`src/bsfe_pkg.sv`:
```
// Shared types, codes and constants of the byte stuffing frame encoder.
`default_nettype none

package bsfe_pkg;

   localparam int BYTE_WIDTH      = 8;
   localparam int CSR_INDEX_WIDTH = 3;
   localparam int QUEUE_DEPTH     = 2;

   localparam logic [BYTE_WIDTH-1:0] CTRL_SEQ0 = 8'h00;
   localparam logic [BYTE_WIDTH-1:0] CTRL_SEQ1 = 8'h40;

   localparam logic [BYTE_WIDTH-1:0] FLAG_VALUE_RESET    = 8'd126;
   localparam logic [BYTE_WIDTH-1:0] ESCAPE_VALUE_RESET  = 8'd125;
   localparam logic [BYTE_WIDTH-1:0] FLAG_CODE_RESET     = 8'd94;
   localparam logic [BYTE_WIDTH-1:0] ESCAPE_CODE_RESET   = 8'd93;
   localparam logic [BYTE_WIDTH-1:0] ADDRESS_VALUE_RESET = 8'd3;

   typedef enum logic [CSR_INDEX_WIDTH-1:0] {
      CSR_FLAG_VALUE    = 3'd0,
      CSR_ESCAPE_VALUE  = 3'd1,
      CSR_FLAG_CODE     = 3'd2,
      CSR_ESCAPE_CODE   = 3'd3,
      CSR_ADDRESS_VALUE = 3'd4
   } csr_index_type;

   // how a byte goes out on the line
   typedef enum logic [1:0] {
      KIND_PLAIN,
      KIND_FLAG,
      KIND_ESC
   } kind_type;

   typedef enum logic [3:0] {
      ST_BEGIN,
      ST_HDR_FLAG,
      ST_HDR_ADDR,
      ST_HDR_CTRL,
      ST_HDR_PAR,
      ST_DATA0,
      ST_DATA1,
      ST_PAR0,
      ST_PAR1,
      ST_CLOSE
   } step_type;

   typedef struct packed {
      logic [BYTE_WIDTH-1:0] flag_value;
      logic [BYTE_WIDTH-1:0] escape_value;
      logic [BYTE_WIDTH-1:0] flag_code;
      logic [BYTE_WIDTH-1:0] escape_code;
      logic [BYTE_WIDTH-1:0] address_value;
   } cfg_type;

   // one classified request, as queued between front and back
   typedef struct packed {
      logic                  start;
      logic                  seq;
      logic [BYTE_WIDTH-1:0] data;
      kind_type              data_kind;
      logic                  last;
      logic [BYTE_WIDTH-1:0] parity;
      kind_type              par_kind;
   } job_type;

   function automatic kind_type classify(input logic [BYTE_WIDTH-1:0] b,
                                         input cfg_type cfg);
      kind_type k;
      k = KIND_PLAIN;
      if (b == cfg.flag_value) begin
         k = KIND_FLAG;
      end else if (b == cfg.escape_value) begin
         k = KIND_ESC;
      end
      return k;
   endfunction

endpackage

`default_nettype wire

```
`src/bsfe_front.sv`:
```
// Front end: takes requests, tracks the running parity and classifies bytes.
`default_nettype none

module bsfe_front (
   input  wire                         clock,
   input  wire                         reset,
   input  bsfe_pkg::cfg_type           cfg,
   input  wire                         req_valid,
   output logic                        req_stall,
   input  wire  [bsfe_pkg::BYTE_WIDTH-1:0] req_payload_byte,
   input  wire                         req_frame_start,
   input  wire                         req_frame_last,
   input  wire                         req_sequence_bit,
   input  wire                         queue_full,
   output logic                        push,
   output bsfe_pkg::job_type           push_job
);
   import bsfe_pkg::*;

   logic [BYTE_WIDTH-1:0] parity_ff;
   logic [BYTE_WIDTH-1:0] parity_in;
   logic [BYTE_WIDTH-1:0] parity_new;

   assign req_stall  = queue_full;
   assign push       = req_valid && !req_stall;
   assign parity_new = (req_frame_start ? '0 : parity_ff) ^ req_payload_byte;

   always_comb begin
      parity_in = parity_ff;
      if (push) begin
         parity_in = req_frame_last ? '0 : parity_new;
      end
   end

   always_comb begin
      push_job.start     = req_frame_start;
      push_job.seq       = req_sequence_bit;
      push_job.data      = req_payload_byte;
      push_job.data_kind = classify(req_payload_byte, cfg);
      push_job.last      = req_frame_last;
      push_job.parity    = parity_new;
      push_job.par_kind  = classify(parity_new, cfg);
   end

   always_ff @(posedge clock) begin
      if (reset) begin
         parity_ff <= '0;
      end else begin
         parity_ff <= parity_in;
      end
   end

endmodule

`default_nettype wire

```
`src/bsfe_queue.sv`:
```
// Small queue of classified requests between front and back.
`default_nettype none

module bsfe_queue #(
   parameter int DEPTH = bsfe_pkg::QUEUE_DEPTH
) (
   input  wire                clock,
   input  wire                reset,
   input  wire                push,
   input  bsfe_pkg::job_type  push_job,
   input  wire                pop,
   output bsfe_pkg::job_type  head_job,
   output logic               full,
   output logic               empty
);
   import bsfe_pkg::*;

   localparam int PTR_WIDTH = (DEPTH > 1) ? $clog2(DEPTH) : 1;
   localparam int CNT_WIDTH = $clog2(DEPTH + 1);
   localparam logic [PTR_WIDTH-1:0] LAST_PTR = PTR_WIDTH'(DEPTH - 1);
   localparam logic [CNT_WIDTH-1:0] FULL_CNT = CNT_WIDTH'(DEPTH);

   job_type               entry_ff [DEPTH];
   logic [PTR_WIDTH-1:0]  wr_ptr_ff, wr_ptr_in;
   logic [PTR_WIDTH-1:0]  rd_ptr_ff, rd_ptr_in;
   logic [CNT_WIDTH-1:0]  count_ff, count_in;

   assign full     = (count_ff == FULL_CNT);
   assign empty    = (count_ff == '0);
   assign head_job = entry_ff[rd_ptr_ff];

   always_comb begin
      wr_ptr_in = wr_ptr_ff;
      rd_ptr_in = rd_ptr_ff;
      count_in  = count_ff;
      if (push) begin
         wr_ptr_in = (wr_ptr_ff == LAST_PTR) ? '0 : wr_ptr_ff + 1'b1;
      end
      if (pop) begin
         rd_ptr_in = (rd_ptr_ff == LAST_PTR) ? '0 : rd_ptr_ff + 1'b1;
      end
      if (push && !pop) begin
         count_in = count_ff + 1'b1;
      end else if (pop && !push) begin
         count_in = count_ff - 1'b1;
      end
   end

   always_ff @(posedge clock) begin
      if (reset) begin
         wr_ptr_ff <= '0;
         rd_ptr_ff <= '0;
         count_ff  <= '0;
      end else begin
         wr_ptr_ff <= wr_ptr_in;
         rd_ptr_ff <= rd_ptr_in;
         count_ff  <= count_in;
      end
   end

   always_ff @(posedge clock) begin
      if (push) begin
         entry_ff[wr_ptr_ff] <= push_job;
      end
   end

endmodule

`default_nettype wire

```
`src/bsfe_back.sv`:
```
// Back end: walks each queued request out one line byte per cycle while rsp_stall is low.
`default_nettype none

module bsfe_back (
   input  wire                              clock,
   input  wire                              reset,
   input  bsfe_pkg::cfg_type                cfg,
   input  bsfe_pkg::job_type                job,
   input  wire                              job_ready,
   output logic                             pop,
   output logic                             rsp_valid,
   input  wire                              rsp_stall,
   output logic [bsfe_pkg::BYTE_WIDTH-1:0]  rsp_line_byte,
   output logic                             rsp_run_end,
   output logic                             rsp_frame_done
);
   import bsfe_pkg::*;

   step_type              step_ff, step_in;
   step_type              cur;
   step_type              following;
   logic                  out_free;
   logic                  emit;
   logic [BYTE_WIDTH-1:0] ctrl_byte;
   logic [BYTE_WIDTH-1:0] byte_out;

   logic                  valid_ff, valid_in;
   logic [BYTE_WIDTH-1:0] byte_ff;
   logic                  run_end_ff;
   logic                  done_ff;

   assign out_free  = !valid_ff || !rsp_stall;
   assign emit      = out_free && job_ready;
   assign ctrl_byte = job.seq ? CTRL_SEQ1 : CTRL_SEQ0;

   always_ff @(posedge clock) begin
      if (reset) begin
         step_ff  <= ST_BEGIN;
         valid_ff <= 1'b0;
      end else begin
         step_ff  <= step_in;
         valid_ff <= valid_in;
      end
   end

   always_comb begin
      cur = step_ff;
      if (step_ff == ST_BEGIN) begin
         cur = job.start ? ST_HDR_FLAG : ST_DATA0;
      end

      following = ST_BEGIN;
      byte_out  = cfg.flag_value;
      case (cur)
         ST_HDR_FLAG: begin
            byte_out  = cfg.flag_value;
            following = ST_HDR_ADDR;
         end
         ST_HDR_ADDR: begin
            byte_out  = cfg.address_value;
            following = ST_HDR_CTRL;
         end
         ST_HDR_CTRL: begin
            byte_out  = ctrl_byte;
            following = ST_HDR_PAR;
         end
         ST_HDR_PAR: begin
            byte_out  = cfg.address_value ^ ctrl_byte;
            following = ST_DATA0;
         end
         ST_DATA0: begin
            byte_out = (job.data_kind == KIND_PLAIN) ? job.data : cfg.escape_value;
            if (job.data_kind != KIND_PLAIN) begin
               following = ST_DATA1;
            end else if (job.last) begin
               following = ST_PAR0;
            end
         end
         ST_DATA1: begin
            byte_out  = (job.data_kind == KIND_FLAG) ? cfg.flag_code : cfg.escape_code;
            following = job.last ? ST_PAR0 : ST_BEGIN;
         end
         ST_PAR0: begin
            byte_out  = (job.par_kind == KIND_PLAIN) ? job.parity : cfg.escape_value;
            following = (job.par_kind != KIND_PLAIN) ? ST_PAR1 : ST_CLOSE;
         end
         ST_PAR1: begin
            byte_out  = (job.par_kind == KIND_FLAG) ? cfg.flag_code : cfg.escape_code;
            following = ST_CLOSE;
         end
         ST_CLOSE: begin
            byte_out  = cfg.flag_value;
            following = ST_BEGIN;
         end
         default: begin
            byte_out  = cfg.flag_value;
            following = ST_BEGIN;
         end
      endcase

      step_in  = step_ff;
      valid_in = valid_ff;
      pop      = 1'b0;
      if (out_free) begin
         valid_in = emit;
      end
      if (emit) begin
         step_in = following;
         pop     = (following == ST_BEGIN);
      end
   end

   // output register, payload only moves when a new byte is emitted
   always_ff @(posedge clock) begin
      if (emit) begin
         byte_ff    <= byte_out;
         run_end_ff <= (following == ST_BEGIN);
         done_ff    <= (cur == ST_CLOSE);
      end
   end

   assign rsp_valid      = valid_ff;
   assign rsp_line_byte  = byte_ff;
   assign rsp_run_end    = run_end_ff;
   assign rsp_frame_done = done_ff;

endmodule

`default_nettype wire

```
`src/byte_stuffing_frame_encoder_unit.sv`:
```
// Top level of the byte stuffing frame encoder: control registers, front, queue, back.
//
// Usage:
//   req_* channel: one payload byte per request, with frame_start, frame_last and
//   sequence_bit. A request is taken when req_valid is high and req_stall low.
//   rsp_* channel: one line byte per response; run_end marks the last byte a request
//   produced, frame_done marks the closing flag.
//   csr_* channel: register writes (0 flag, 1 escape, 2 flag code, 3 escape code,
//   4 address); csr_ready is always high. Write only while the block is idle.
// Timing:
//   A request produces 1 to 9 line bytes. The back end emits one byte per cycle
//   while rsp_stall is low: 1 line byte for a plain byte, 2 for a stuffed one, up
//   to 9 for a one-byte frame. The first byte passes through the queue entry and
//   the output register before it appears. A two-entry queue lets the front
//   take new requests while the back end is still busy.
// Reset: clears the running parity, the queue and the output valid; control
//   registers return to their default values.
// Stall: with rsp_stall high the output byte holds; once the queue fills,
//   req_stall rises.
`default_nettype none

module byte_stuffing_frame_encoder_unit #(
   parameter int QUEUE_DEPTH = bsfe_pkg::QUEUE_DEPTH
) (
   input  wire                                   clock,
   input  wire                                   reset,
   input  wire                                   req_valid,
   output logic                                  req_stall,
   input  wire  [bsfe_pkg::BYTE_WIDTH-1:0]       req_payload_byte,
   input  wire                                   req_frame_start,
   input  wire                                   req_frame_last,
   input  wire                                   req_sequence_bit,
   output logic                                  rsp_valid,
   input  wire                                   rsp_stall,
   output logic [bsfe_pkg::BYTE_WIDTH-1:0]       rsp_line_byte,
   output logic                                  rsp_run_end,
   output logic                                  rsp_frame_done,
   input  wire                                   csr_valid,
   output logic                                  csr_ready,
   input  wire  [bsfe_pkg::CSR_INDEX_WIDTH-1:0]  csr_index,
   input  wire  [bsfe_pkg::BYTE_WIDTH-1:0]       csr_data
);
   import bsfe_pkg::*;

   cfg_type cfg_ff, cfg_in;
   job_type push_job, head_job;
   logic    push, pop, queue_full, queue_empty;

   assign csr_ready = 1'b1;

   always_comb begin
      cfg_in = cfg_ff;
      if (csr_valid && csr_ready) begin
         case (csr_index)
            CSR_FLAG_VALUE:    cfg_in.flag_value    = csr_data;
            CSR_ESCAPE_VALUE:  cfg_in.escape_value  = csr_data;
            CSR_FLAG_CODE:     cfg_in.flag_code     = csr_data;
            CSR_ESCAPE_CODE:   cfg_in.escape_code   = csr_data;
            CSR_ADDRESS_VALUE: cfg_in.address_value = csr_data;
            default:           cfg_in = cfg_ff;
         endcase
      end
   end

   always_ff @(posedge clock) begin
      if (reset) begin
         cfg_ff.flag_value    <= FLAG_VALUE_RESET;
         cfg_ff.escape_value  <= ESCAPE_VALUE_RESET;
         cfg_ff.flag_code     <= FLAG_CODE_RESET;
         cfg_ff.escape_code   <= ESCAPE_CODE_RESET;
         cfg_ff.address_value <= ADDRESS_VALUE_RESET;
      end else begin
         cfg_ff <= cfg_in;
      end
   end

   bsfe_front u_front (
      .clock            (clock),
      .reset            (reset),
      .cfg              (cfg_ff),
      .req_valid        (req_valid),
      .req_stall        (req_stall),
      .req_payload_byte (req_payload_byte),
      .req_frame_start  (req_frame_start),
      .req_frame_last   (req_frame_last),
      .req_sequence_bit (req_sequence_bit),
      .queue_full       (queue_full),
      .push             (push),
      .push_job         (push_job)
   );

   bsfe_queue #(
      .DEPTH (QUEUE_DEPTH)
   ) u_queue (
      .clock    (clock),
      .reset    (reset),
      .push     (push),
      .push_job (push_job),
      .pop      (pop),
      .head_job (head_job),
      .full     (queue_full),
      .empty    (queue_empty)
   );

   bsfe_back u_back (
      .clock          (clock),
      .reset          (reset),
      .cfg            (cfg_ff),
      .job            (head_job),
      .job_ready      (!queue_empty),
      .pop            (pop),
      .rsp_valid      (rsp_valid),
      .rsp_stall      (rsp_stall),
      .rsp_line_byte  (rsp_line_byte),
      .rsp_run_end    (rsp_run_end),
      .rsp_frame_done (rsp_frame_done)
   );

endmodule

`default_nettype wire

```
`config.mk`:
```
export PLATFORM = sky130hd
export DESIGN_NAME = byte_stuffing_frame_encoder_unit
export DESIGN_NICKNAME = d
export VERILOG_FILES = /design/src/bsfe_pkg.sv /design/src/bsfe_front.sv /design/src/bsfe_queue.sv /design/src/bsfe_back.sv /design/src/byte_stuffing_frame_encoder_unit.sv
export SDC_FILE = /design/constraint.sdc
export NUM_CORES = 1
export LEC_CHECK = 0
export BUFFER_PORTS_ARGS = -buffer_cell sky130_fd_sc_hd__buf_4
export CAP_MARGIN = 5
export CORE_MARGIN = 10
export CORE_UTILIZATION = 55
export CTS_CLUSTER_SIZE = 24
export DETAILED_ROUTE_END_ITERATION = 6
export PLACE_DENSITY = 0.76
export SKIP_CTS_REPAIR_TIMING = 1
export SLEW_MARGIN = 15
export SYNTH_ARGS = -nofsm -noshare
export SYNTH_HDL_FRONTEND = slang
export SYNTH_HIERARCHICAL = 1
export SYNTH_SLANG_ARGS = --single-unit
export TNS_END_PERCENT = 100
```
`constraint.sdc`:
```
create_clock -name clock -period 2.7 [get_ports clock]
set_input_delay 0.405 -clock clock [delete_from_list [all_inputs] [get_ports clock]]
set_output_delay 0.405 -clock clock [all_outputs]
set_load 0.05 [all_outputs]
```
==> metrics <==
IO Pins=40; Slowest-stage cell, CP=or3_4; Ys Warns=6; Die Ht=123 µm; CP Launch Type=flip-flop; Syn Area/Cell=11.2 µm²; setup violators final=0; worst endpoint required time=3.14 ns; vias in the first global route=4286; synth cell count leaders=nor2_1 (65), dfxtp_1 (58), edfxtp_1 (56); DR pass1 iterations=5; number of enable flip-flop cells after synthesis=56; Synth Instances=523; Compound-Gate Fraction of Synth Area=0.0909; Placement Cell Area=6200 µm²; period utilisation layout=0.955; minimum clock period=2.58 ns; post-route design area=6820 µm²; Die Wd=123 µm; Slew Limit Fails=0; most frequent cell after synthesis=nor2_1; Max Fanout on Critical Path=4; simple-gate portion of the synthesized area=0.159; critical path class=flip-flop to flip-flop; pin count of the biggest net entering global routing=74; clk_lat worst skew=0.52 ns; total track usage=0.192; area leader, netlist=edfxtp_1; Initial Util=0.567; relative slew slack=0.529; residual DRC count=0; ys flop type=dfxtp_1; met2 global-route usage=0.322; Placed Instances=672; worst path cell trace=mux2_4 -> or3_4 -> a2111oi_4 -> o22ai_2 -> and3_4 -> inv_1 -> ha_1 -> or3_1 -> a21oi_1; DRT antenna net count=0; CTS buffer count=17; outcome=finished, final reports clean; root buffer cell=clkbuf_8; Register Area=2840 µm²; Pwr Total=7.13 mW; drt wl/cell=20.0 µm; LEAKAGE=2.53 nW; initial antenna violation count=0; skew final=0.0112 ns; syn nets=551; Area contributors post-synth=edfxtp_1 (29%), dfxtp_1 (20%), mux2_2 (8.5%); total gr overflow=0; FMAX=388 MHz; Via density=5.98; gr busiest metal=met2; first-pass GRT wire length=22500 µm; asr flop ratio synth=0; Nets=584; Inserted Diodes=0; power density cells=1050 nW/µm²; Clock transition at path regs=0.05 ns; via count=4215; Post-Synth Adder-Cell Area=0.00214; type of the worst min-delay path=primary input to flip-flop; CP endpoint kind=flip-flop; post-synthesis cell area=5850 µm²; area of the multi-input gates=2780 µm²; fill count=785; Yosys cell types=67; MaxCap Viol Count=0; met1 GRT Util=0.231; largest family of logic cells by synthesized area=simple AND/OR/NAND/NOR gates; Yosys reg bits=114; Max VDD drop=0.000747 V; htree depth=4; share of layout cells above drive strength 1=0.255; Tightest Pin Transition=0.707 ns; CTS tree=done; Placer Congestion=0.855; max incr delay on CP=0.37 ns; drt total wl=14100 µm; register area share after synthesis=0.486; critical path data arrival time=3.02 ns; I/O Buffers=38; unrepaired setup endpoints after global routing=no; total clock sinks=114; Synth Area in XOR/XNOR=0.0627; Max Root-Sink Buffers=2; area fraction of the dominant cell type after synthesis=0.287; Final Hold Viols=0; met3 global-route usage=0.0552; Post-DP HPWL=9860 µm; row count=37; final non-filler cell total=705; Core ar.=10300 µm²; die area=15200 µm²; Layout area overhead=16.6%; Detailed Route Iter0 Violations=476; Setup Total Neg Slack=0 ns; post-synthesis mux area share=0.155
[state kept, by name, indices dropped and copies added, names as in the netlist, 2 cells and up, named ones only]
| signal | cells |
|---|---|
| u_queue/entry_ff | 46 |
| cfg_ff | 40 |
| u_back/rsp_line_byte | 8 |
| u_back/step_ff | 4 |
| u_queue/count_ff | 2 |
| u_front/parity_ff | 8 |
[per-stage QoR]
stage / hold slack, ns / utilization / worst slack [ns]
final: 0.0795 / 0.660 / 0.122
after global routing: 0.0539 / 0.660 / 0.000676
after CTS: 0.0560 / 0.658 / 0.0705
after detailed placement: 0.487 / 0.601 / 0.110
after global placement: 0.470 / 0.601 / 0.197
after floorplan: 0.448 / - / -0.0154
[final cells by class]
class                           instances  share of cell area
Clock buffer                           19              0.0618
Multi-Input combinational cell        363               0.407
Inverter                                5             0.00275
Tap cell                              136              0.0250
Clock inverter                         13              0.0248
Sequential cell                       114               0.417
Timing Repair Buffer                   55              0.0611
[cell usage in the layout, fill, tap and decap left out, types with 13 or more instances in the layout]
| cell type | n |
|---|---|
| edfxtp_1 | 56 |
| clkbuf_16 | 16 |
| dfxtp_1 | 57 |
| mux2_2 | 43 |
| nand2b_1 | 38 |
| nor2_1 | 64 |
| o21ai_0 | 13 |
| a22oi_1 | 16 |
| mux2i_1 | 41 |
| buf_4 | 54 |
| xnor2_1 | 33 |
[power breakdown]
group	switching (mW)	internal, mW	leakage (nW)
combinational	1.47	1.07	1.24
sequential	0.170	2.19	1.00
clock	0.761	1.48	0.290
[cell families (layout without fill, tap and decap cells)]
group | count (synthesis) | count (layout)
compound gates | 68 | 68
xor+xnor | 41 | 41
fa+ha+maj | 1 | 1
buf+inv | 46 | 92
flops | 114 | 114
mux | 85 | 85
other cells | 1 | 1
simple gates | 167 | 167
[final timing paths]
path                          start                                 to  cells past startpoint  slack, ns
max                       flip-flop   u_queue/count_ff[1]$_SDFFE_PP0P_                      9       0.12
min                  req_frame_last  u_queue/entry_ff[1][10]$_DFFE_PP_                      1       0.08
max reg2reg               flip-flop   u_queue/count_ff[1]$_SDFFE_PP0P_                      9       0.12
min reg2reg  cfg_ff[4]$_SDFFE_PP0P_             cfg_ff[4]$_SDFFE_PP0P_                      2       0.49
[routing by layer]
metal	wire, µm	vias to the layer above
met4	282	0
met3	749	25
li1	-	1963
met2	7130	128
met1	5940	2099
met5	0	-
[critical path: cells and delay by family (launching register included)]
| family | cells | cell delay [ns] |
|---|---|---|
| buffers and inverters | 1 | 0.05 |
| adder cells (fa/ha/maj) | 1 | 0.25 |
| flip-flops | 1 | 0.35 |
| multiplexers | 1 | 0.32 |
| AO/OA/AOI/OAI | 3 | 0.61 |
| AND/OR/NAND/NOR | 3 | 0.94 |
Power figures use the tool's default switching activity.
